===== config.mk =====
export PLATFORM = sky130hd
export DESIGN_NAME = pid_positional_incremental
export DESIGN_NICKNAME = d
export VERILOG_FILES = /design/src/rtl/pip_pkg.sv /design/src/rtl/pid_positional_incremental.sv /design/src/rtl/pip_front.sv /design/src/rtl/pip_mult.sv /design/src/rtl/pip_sat.sv
export SDC_FILE = /design/constraint.sdc
export NUM_CORES = 2
export LEC_CHECK = 0
export BUFFER_PORTS_ARGS = -buffer_cell sky130_fd_sc_hd__buf_2
export CORE_MARGIN = 3
export CORE_UTILIZATION = 49
export CTS_CLUSTER_DIAMETER = 150
export DETAILED_ROUTE_END_ITERATION = 8
export HOLD_SLACK_MARGIN = 0.05
export PLACE_DENSITY = 0.79
export SYNTH_ARGS = -nofsm -noshare
export SYNTH_HDL_FRONTEND = slang
export SYNTH_SLANG_ARGS = --single-unit

===== constraint.sdc =====
create_clock -name clk -period 6.5 [get_ports clk]
set_clock_uncertainty 0.05 [all_clocks]
set_input_delay 1.3 -clock clk [delete_from_list [all_inputs] [get_ports clk]]
set_output_delay 1.3 -clock clk [all_outputs]
set_load 0.03 [all_outputs]

===== src/rtl/pip_pkg.sv =====
// ----------------------------------------------------------------------------
// pip_pkg
// Shared types and constants of the positional / incremental PID block.
// ----------------------------------------------------------------------------
package pip_pkg;

    localparam int CFG_IDX_W  = 3;
    localparam int CFG_DATA_W = 32;
    localparam int GAIN_W     = 16;
    localparam int BOUND_W    = 16;
    localparam int LIMIT_W    = 23;

    // register indexes
    localparam logic [CFG_IDX_W-1:0] REG_GAIN_PROP     = 3'd0;
    localparam logic [CFG_IDX_W-1:0] REG_GAIN_INTEG    = 3'd1;
    localparam logic [CFG_IDX_W-1:0] REG_GAIN_DERIV    = 3'd2;
    localparam logic [CFG_IDX_W-1:0] REG_DRIVE_FLOOR   = 3'd3;
    localparam logic [CFG_IDX_W-1:0] REG_DRIVE_CEILING = 3'd4;
    localparam logic [CFG_IDX_W-1:0] REG_SUM_LIMIT     = 3'd5;
    localparam logic [CFG_IDX_W-1:0] REG_MODE          = 3'd6;

    typedef struct packed {
        logic signed [GAIN_W-1:0]  gain_prop;
        logic signed [GAIN_W-1:0]  gain_integ;
        logic signed [GAIN_W-1:0]  gain_deriv;
        logic signed [BOUND_W-1:0] drive_floor;
        logic signed [BOUND_W-1:0] drive_ceiling;
        logic        [LIMIT_W-1:0] sum_limit;
        logic                      mode_incremental;
    } cfg_t;

endpackage


===== src/rtl/pid_positional_incremental.sv =====
// ----------------------------------------------------------------------------
// pid_positional_incremental
// PID step per item, positional or incremental form, saturated drive.
// ----------------------------------------------------------------------------
// Usage:
//   s_* channel: one item per handshake, setpoint and measurement (Q8.8)
//   in tdata, cmd in tuser (1 = clear history, result drive is 0).
//   m_* channel: one drive item per input item, same order.
//   cfg_* channel: register writes, always ready; write only while idle.
// Pipeline: input register -> error/history/operands -> three products
//   -> sum, shift, saturate into the output register. One item per cycle
//   is sustained while m_tready holds high. The history registers update
//   in the operand stage, so each item sees the state left by the one
//   before it with no bubble.
// Backpressure: each stage holds while the next is full and stalled; the
//   block keeps accepting until all four stages are occupied.
// Reset: clears stage valids, history and registers to their defaults
//   (gains 0, floor -32768, ceiling 32767, limit 0, positional mode).
// ----------------------------------------------------------------------------
module pid_positional_incremental #(
    parameter int DATA_WIDTH     = 16,
    parameter int GAIN_FRAC_BITS = 8
) (
    input  logic                                   clk,
    input  logic                                   rst_n,
    input  logic                                   s_tvalid,
    output logic                                   s_tready,
    // setpoint [DW-1:0], measured [2DW-1:DW], zero pad above
    input  logic [((2*DATA_WIDTH+7)/8)*8-1:0]      s_tdata,
    // cmd
    input  logic                                   s_tuser,
    output logic                                   m_tvalid,
    input  logic                                   m_tready,
    // drive [DW-1:0], zero pad above
    output logic [((DATA_WIDTH+7)/8)*8-1:0]        m_tdata,
    input  logic                                   cfg_valid,
    output logic                                   cfg_ready,
    input  logic [pip_pkg::CFG_IDX_W-1:0]          cfg_index,
    input  logic [pip_pkg::CFG_DATA_W-1:0]         cfg_data
);
    import pip_pkg::*;

    localparam int OUT_W = ((DATA_WIDTH + 7) / 8) * 8;
    // error sum / older error width
    localparam int SUM_W = (DATA_WIDTH + 1 > LIMIT_W + 1) ? DATA_WIDTH + 1 : LIMIT_W + 1;
    localparam int MAX_W = (DATA_WIDTH + 1 > SUM_W) ? DATA_WIDTH + 1 : SUM_W;
    // e - 2*e1 + e2 needs two bits beyond the widest history term
    localparam int OP_W  = MAX_W + 2;
    localparam int PR_W  = OP_W + GAIN_W;

    cfg_t cfg_reg;

    logic                    in_valid_reg, op_valid_reg, prod_valid_reg, out_valid_reg;
    logic                    in_cmd_reg;
    logic [DATA_WIDTH-1:0]   in_set_reg, in_meas_reg;

    logic                    out_ready, ready3, ready2;
    logic                    load2, load3, load4;

    logic                    op_clear, prod_clear;
    logic signed [OP_W-1:0]  op_p, op_i, op_d;
    logic signed [PR_W-1:0]  prod_p, prod_i, prod_d;
    logic [DATA_WIDTH-1:0]   drive;

    // ---------------- configuration ----------------
    assign cfg_ready = 1'b1;

    always_ff @(posedge clk or negedge rst_n)
    begin
        if (!rst_n)
        begin
            cfg_reg.gain_prop        <= '0;
            cfg_reg.gain_integ       <= '0;
            cfg_reg.gain_deriv       <= '0;
            cfg_reg.drive_floor      <= {1'b1, {(BOUND_W-1){1'b0}}};
            cfg_reg.drive_ceiling    <= {1'b0, {(BOUND_W-1){1'b1}}};
            cfg_reg.sum_limit        <= '0;
            cfg_reg.mode_incremental <= 1'b0;
        end
        else if (cfg_valid && cfg_ready)
        begin
            unique case (cfg_index)
                REG_GAIN_PROP:     cfg_reg.gain_prop        <= cfg_data[GAIN_W-1:0];
                REG_GAIN_INTEG:    cfg_reg.gain_integ       <= cfg_data[GAIN_W-1:0];
                REG_GAIN_DERIV:    cfg_reg.gain_deriv       <= cfg_data[GAIN_W-1:0];
                REG_DRIVE_FLOOR:   cfg_reg.drive_floor      <= cfg_data[BOUND_W-1:0];
                REG_DRIVE_CEILING: cfg_reg.drive_ceiling    <= cfg_data[BOUND_W-1:0];
                REG_SUM_LIMIT:     cfg_reg.sum_limit        <= cfg_data[LIMIT_W-1:0];
                REG_MODE:          cfg_reg.mode_incremental <= cfg_data[0];
                default:           ;   // unknown index: ignored
            endcase
        end
    end

    // ---------------- stage handshake ----------------
    // each stage moves when it is empty or its successor moves
    assign out_ready = !out_valid_reg || m_tready;
    assign ready3    = !prod_valid_reg || out_ready;
    assign ready2    = !op_valid_reg || ready3;
    assign s_tready  = !in_valid_reg || ready2;

    assign load2 = in_valid_reg && ready2;    // history updates here
    assign load3 = op_valid_reg && ready3;
    assign load4 = prod_valid_reg && out_ready;

    always_ff @(posedge clk or negedge rst_n)
    begin
        if (!rst_n)
        begin
            in_valid_reg   <= 1'b0;
            op_valid_reg   <= 1'b0;
            prod_valid_reg <= 1'b0;
            out_valid_reg  <= 1'b0;
        end
        else
        begin
            if (s_tready)
                in_valid_reg <= s_tvalid;
            if (ready2)
                op_valid_reg <= in_valid_reg;
            if (ready3)
                prod_valid_reg <= op_valid_reg;
            if (out_ready)
                out_valid_reg <= prod_valid_reg;
        end
    end

    // input register
    always_ff @(posedge clk)
    begin
        if (s_tvalid && s_tready)
        begin
            in_cmd_reg  <= s_tuser;
            in_set_reg  <= s_tdata[DATA_WIDTH-1:0];
            in_meas_reg <= s_tdata[2*DATA_WIDTH-1:DATA_WIDTH];
        end
    end

    // ---------------- datapath ----------------
    pip_front #(
        .DATA_WIDTH (DATA_WIDTH),
        .SUM_W      (SUM_W),
        .OP_W       (OP_W)
    ) u_front (
        .clk        (clk),
        .rst_n      (rst_n),
        .cfg        (cfg_reg),
        .load       (load2),
        .cmd        (in_cmd_reg),
        .setpoint   (in_set_reg),
        .measured   (in_meas_reg),
        .clear_reg  (op_clear),
        .op_p_reg   (op_p),
        .op_i_reg   (op_i),
        .op_d_reg   (op_d)
    );

    pip_mult #(
        .OP_W       (OP_W),
        .PR_W       (PR_W)
    ) u_mult (
        .clk        (clk),
        .cfg        (cfg_reg),
        .load       (load3),
        .clear      (op_clear),
        .op_p       (op_p),
        .op_i       (op_i),
        .op_d       (op_d),
        .clear_reg  (prod_clear),
        .prod_p_reg (prod_p),
        .prod_i_reg (prod_i),
        .prod_d_reg (prod_d)
    );

    pip_sat #(
        .DATA_WIDTH     (DATA_WIDTH),
        .GAIN_FRAC_BITS (GAIN_FRAC_BITS),
        .PR_W           (PR_W)
    ) u_sat (
        .clk        (clk),
        .cfg        (cfg_reg),
        .load       (load4),
        .clear      (prod_clear),
        .prod_p     (prod_p),
        .prod_i     (prod_i),
        .prod_d     (prod_d),
        .drive_reg  (drive)
    );

    assign m_tvalid = out_valid_reg;
    assign m_tdata  = OUT_W'(drive);

endmodule


===== src/rtl/pip_front.sv =====
// ----------------------------------------------------------------------------
// pip_front
// Error, history update and operand selection for both PID forms.
// ----------------------------------------------------------------------------
module pip_front #(
    parameter int DATA_WIDTH = 16,
    parameter int SUM_W      = 24,
    parameter int OP_W       = 26
) (
    input  logic                          clk,
    input  logic                          rst_n,
    input  pip_pkg::cfg_t                 cfg,
    input  logic                          load,
    input  logic                          cmd,
    input  logic        [DATA_WIDTH-1:0]  setpoint,
    input  logic        [DATA_WIDTH-1:0]  measured,
    output logic                          clear_reg,
    output logic signed [OP_W-1:0]        op_p_reg,
    output logic signed [OP_W-1:0]        op_i_reg,
    output logic signed [OP_W-1:0]        op_d_reg
);
    import pip_pkg::*;

    logic signed [DATA_WIDTH:0]  last_error_reg;
    logic signed [SUM_W-1:0]     sum_reg;

    logic signed [DATA_WIDTH:0]  err;
    logic signed [OP_W-1:0]      e_x, e1_x, e2_x;
    logic signed [SUM_W:0]       sum_raw, lim_x, sum_clamped;
    logic signed [SUM_W-1:0]     sum_new;
    logic signed [OP_W-1:0]      op_p, op_i, op_d;

    assign err = $signed({setpoint[DATA_WIDTH-1], setpoint})
               - $signed({measured[DATA_WIDTH-1], measured});

    assign e_x  = OP_W'(err);
    assign e1_x = OP_W'(last_error_reg);
    assign e2_x = OP_W'(sum_reg);

    // positional error sum, held within +/- limit
    assign sum_raw = (SUM_W + 1)'(sum_reg) + (SUM_W + 1)'(err);
    assign lim_x   = (SUM_W + 1)'($signed({1'b0, cfg.sum_limit}));

    always_comb
    begin
        if (sum_raw < -lim_x)
            sum_clamped = -lim_x;
        else if (sum_raw > lim_x)
            sum_clamped = lim_x;
        else
            sum_clamped = sum_raw;
    end

    assign sum_new = SUM_W'(sum_clamped);

    always_comb
    begin
        if (cfg.mode_incremental)
        begin
            op_p = e_x - e1_x;
            op_i = e_x;
            op_d = e_x - (e1_x <<< 1) + e2_x;
        end
        else
        begin
            op_p = e_x;
            op_i = OP_W'(sum_new);
            op_d = e_x - e1_x;
        end
    end

    always_ff @(posedge clk or negedge rst_n)
    begin
        if (!rst_n)
        begin
            last_error_reg <= '0;
            sum_reg        <= '0;
        end
        else if (load)
        begin
            if (cmd)
            begin
                last_error_reg <= '0;
                sum_reg        <= '0;
            end
            else if (cfg.mode_incremental)
            begin
                sum_reg        <= SUM_W'(last_error_reg);
                last_error_reg <= err;
            end
            else
            begin
                sum_reg        <= sum_new;
                last_error_reg <= err;
            end
        end
    end

    always_ff @(posedge clk)
    begin
        if (load)
        begin
            clear_reg <= cmd;
            op_p_reg  <= op_p;
            op_i_reg  <= op_i;
            op_d_reg  <= op_d;
        end
    end

endmodule


===== src/rtl/pip_mult.sv =====
// ----------------------------------------------------------------------------
// pip_mult
// Three gain products, registered.
// ----------------------------------------------------------------------------
module pip_mult #(
    parameter int OP_W = 26,
    parameter int PR_W = 42
) (
    input  logic                   clk,
    input  pip_pkg::cfg_t          cfg,
    input  logic                   load,
    input  logic                   clear,
    input  logic signed [OP_W-1:0] op_p,
    input  logic signed [OP_W-1:0] op_i,
    input  logic signed [OP_W-1:0] op_d,
    output logic                   clear_reg,
    output logic signed [PR_W-1:0] prod_p_reg,
    output logic signed [PR_W-1:0] prod_i_reg,
    output logic signed [PR_W-1:0] prod_d_reg
);
    import pip_pkg::*;

    logic signed [PR_W-1:0] prod_p, prod_i, prod_d;

    assign prod_p = PR_W'(op_p) * PR_W'(cfg.gain_prop);
    assign prod_i = PR_W'(op_i) * PR_W'(cfg.gain_integ);
    assign prod_d = PR_W'(op_d) * PR_W'(cfg.gain_deriv);

    always_ff @(posedge clk)
    begin
        if (load)
        begin
            clear_reg  <= clear;
            prod_p_reg <= prod_p;
            prod_i_reg <= prod_i;
            prod_d_reg <= prod_d;
        end
    end

endmodule


===== src/rtl/pip_sat.sv =====
// ----------------------------------------------------------------------------
// pip_sat
// Product sum, fraction shift (floor) and output saturation.
// ----------------------------------------------------------------------------
module pip_sat #(
    parameter int DATA_WIDTH     = 16,
    parameter int GAIN_FRAC_BITS = 8,
    parameter int PR_W           = 42
) (
    input  logic                   clk,
    input  pip_pkg::cfg_t          cfg,
    input  logic                   load,
    input  logic                   clear,
    input  logic signed [PR_W-1:0] prod_p,
    input  logic signed [PR_W-1:0] prod_i,
    input  logic signed [PR_W-1:0] prod_d,
    output logic [DATA_WIDTH-1:0]  drive_reg
);
    import pip_pkg::*;

    localparam int ACC_W = PR_W + 2;

    logic signed [ACC_W-1:0] acc, scaled, lo, hi, sat;

    assign acc    = ACC_W'(prod_p) + ACC_W'(prod_i) + ACC_W'(prod_d);
    assign scaled = acc >>> GAIN_FRAC_BITS;
    assign lo     = ACC_W'(cfg.drive_floor);
    assign hi     = ACC_W'(cfg.drive_ceiling);

    // floor is tested first: with crossed bounds, values below it give the floor, all others the ceiling
    always_comb
    begin
        if (scaled < lo)
            sat = lo;
        else if (scaled > hi)
            sat = hi;
        else
            sat = scaled;
    end

    always_ff @(posedge clk)
    begin
        if (load)
            drive_reg <= clear ? '0 : sat[DATA_WIDTH-1:0];
    end

endmodule


==> qor.txt <==
status = complete, but fails checks
failing checks = negative setup slack
Arr. time, crit path = 6.99 ns
Sink Count = 393
max reg flops = 104
Routed Antenna Nets = 0
sequential share of the synthesized area = 17.3%
All-Layer GR Usage = 26.7%
Yosys reg bits = 393
Hold Buf Count CTS = 0
crit-path most repeated cell = fa_1
Worst slew margin = 28.4%
via count of the first global-routing pass = 53500
Reg clk slew, reported paths = 0.06 ns
Top FF cell, synth = edfxtp_1
Root Buffer = clkbuf_16
Critical Path End Type = register
pin count of the biggest net entering global routing = 74
crit path cell chain = buf_4 > and2_1 > fa_1 > inv_1 > fa_1 > fa_1 > inv_1 > fa_1 > inv_1 > fa_1 > inv_1 > fa_1 > ha_4 > and4_4 > nor2b_4 > a211o_1 > a2111o_1 > nor3_4 > o31ai_4 > a21o_1 > a21oi_2 > o21bai_1 > xor2_1
drt initial violations = 4045
placed inst area = 71300 um2
routability cong. = 0.967
setup ws final = -0.176 ns
Placed Instances = 8863
layout cells sized above 1 = 22.1%
post-DR wirelength/cell = 20.3 um
critical-path maximum fanout = 6
CP max stage cell = fa_1
chip width = 368 um
first-pass GRT wire length = 286000 um
core area = 130000 um2
final cell count without fillers = 9127
Layout area overhead = 21.1%
Nets = 9094
vias per inst = 5.56
Worst Max-Slew Pin Slew = 1.04 ns
CTS buffer count = 49
Max Buffers Root-to-Sink = 3
PortBufs = 81
drt first pass iters = 6
Net Count, Synth = 8352
Finished Cell Area = 77700 um2
Fin. Hold Viols = 0
Post-Synthesis Cell Area = 64100 um2
Async S/R FF share, synth = 37.9%
unrepaired setup endpoints after global routing = true
drc violations = 0
Clk Latency, worst-skew pair = 0.64 ns
CTS tree = built
Worst EP required = 6.82 ns
Yosys warning total = 0
Unique masters post-synth = 82
classification of the worst setup path = register to register
final period utilization = 103%
Util after Layout = 59.9%
Post-synth EDFFs = 244
min cycle time layout = 6.68 ns
Synth Instances = 6595
Die ar. = 135000 um2
Setup Viol. Count Final = 33
final wirelength = 185000 um
slowest cell delay on critical path = 0.56 ns
total gr overflow = 0
antenna violations before repair = 13
min-delay worst type = register to register
max cap viols = 0
crit start category = register
H-tree depth = 2
FMAX = 0.150 GHz
FP Rows = 132
DP Wirelength = 146000 um
Initial Util = 49.4%
DR vias = 50800
die height = 368 um
fin. max-slew vios = 0
I/O pin count = 92
Syn Area/Cell = 9.72 um2
[critical path: cells and delay by family, from the launching register on]
kind,cells,cell delay (ns)
flip-flops,1,0.53
buffers and inverters,5,0.40
AO/OA/AOI/OAI,6,1.33
XOR/XNOR,1,0.17
AND/OR/NAND/NOR,4,0.68
adder cells (fa/ha/maj),7,3.22
[path summary, 6_finish.rpt]
kind / slack [ns] / end / cells past startpoint / from
worst max-delay path: -0.18 / u_mult.prod_i_reg[39] / 23 / u_front.op_i_reg[3]
worst min-delay path: 0.44 / op_valid_reg / 1 / in_valid_reg
worst max register to register: -0.18 / u_mult.prod_i_reg[39] / 23 / u_front.op_i_reg[3]
worst min register to register: 0.44 / op_valid_reg / 1 / in_valid_reg
max in group asynchronous: 4.60 / cfg_reg[93] / 2 / rst_n
min in group asynchronous: 0.64 / u_front.sum_reg[18] / 1 / rst_n
[layout make-up]
class | count | area (um2)
Fill cell | 9854 | 52000
Multi-Input combinational cell | 4631 | 49800
Sequential cell | 393 | 11100
Timing Repair Buffer | 924 | 7790
Inverter | 1338 | 5030
Tap cell | 1742 | 2180
Clock buffer | 56 | 1320
Clock inverter | 35 | 425
Antenna cell | 8 | 20.0
[routing by layer]
layer | routed length, um | vias up | track usage (%)
met1 | 71000 | 25600 | 34.9
met5 | 41 | - | 0
met4 | 9750 | 6 | 11.1
met2 | 86900 | 2350 | 43.9
met3 | 17700 | 541 | 4.99
li1 | - | 22300 | -
[cell usage after synthesis, drive strengths merged (32+ instances only)]
cell / instances / area, um2
xnor2: 161 / 1410
fa: 1148 / 23000
inv: 1335 / 5010
a31oi: 32 / 200
clkbuf: 224 / 841
o21ai: 160 / 801
nand3: 66 / 330
nor2: 158 / 593
ha: 536 / 6710
nor3: 58 / 290
and2: 424 / 2650
a211oi: 54 / 405
a21oi: 245 / 1230
nand2: 764 / 2870
nand2b: 80 / 500
nand4: 44 / 275
xor2: 66 / 578
edfxtp: 244 / 7330
o21a: 35 / 263
nor2b: 52 / 325
mux2: 105 / 1180
dfrtp: 133 / 3330
a21o: 131 / 983
[through the flow]
stage / worst slack [ns] / TNS (ns) / hold WS [ns]
after floorplan: -0.0265 / -0.0265 / 0.350
after global placement: -0.475 / -18.81 / 0.418
after detailed placement: -0.644 / -30.05 / 0.424
after CTS: -0.136 / -1.25 / 0.437
after global routing: -0.367 / -13.83 / 0.464
final: -0.176 / -1.73 / 0.435
[cells in the final DEF (no fill, tap or decap), drive strengths merged, types with 35 or more instances in the layout]
cell / netlist / routed
and2: 424 / 424
o21a: 35 / 35
nor2b: 52 / 52
mux2: 105 / 105
nor2: 158 / 158
xnor2: 161 / 161
nand2b: 80 / 80
nor3: 58 / 58
fa: 1148 / 1148
buf: 9 / 919
o21ai: 160 / 160
ha: 536 / 536
nand3: 66 / 66
xor2: 66 / 66
nand4: 44 / 44
a21o: 131 / 131
edfxtp: 244 / 244
a21oi: 245 / 245
clkbuf: 224 / 61
a211oi: 54 / 54
dfrtp: 133 / 133
nand2: 764 / 764
inv: 1335 / 1344
[timing repair]
item | in CTS | in global routing
gates cloned | 3 | 6
setup buffers | 77 | 102
endpoints found under the hold margin | 0 | 0
endpoints found under the setup margin | 94 | 118
gates resized for setup | 220 | 510
pin swaps | 123 | 273
[logic make-up after synthesis]
kind of cell	count (synthesis)	synth area share [%]
mux	134	2.30
simple gates	1740	13.2
compound gates	845	8.51
xor+xnor	227	3.10
flops	393	17.3
buf+inv	1571	9.25
other cells	1	0.00585
fa+ha+maj	1684	46.3
Power is left out: the tool's default activity adds up to more than one toggle a clock period on the data nets, which glitch-free logic cannot reach.
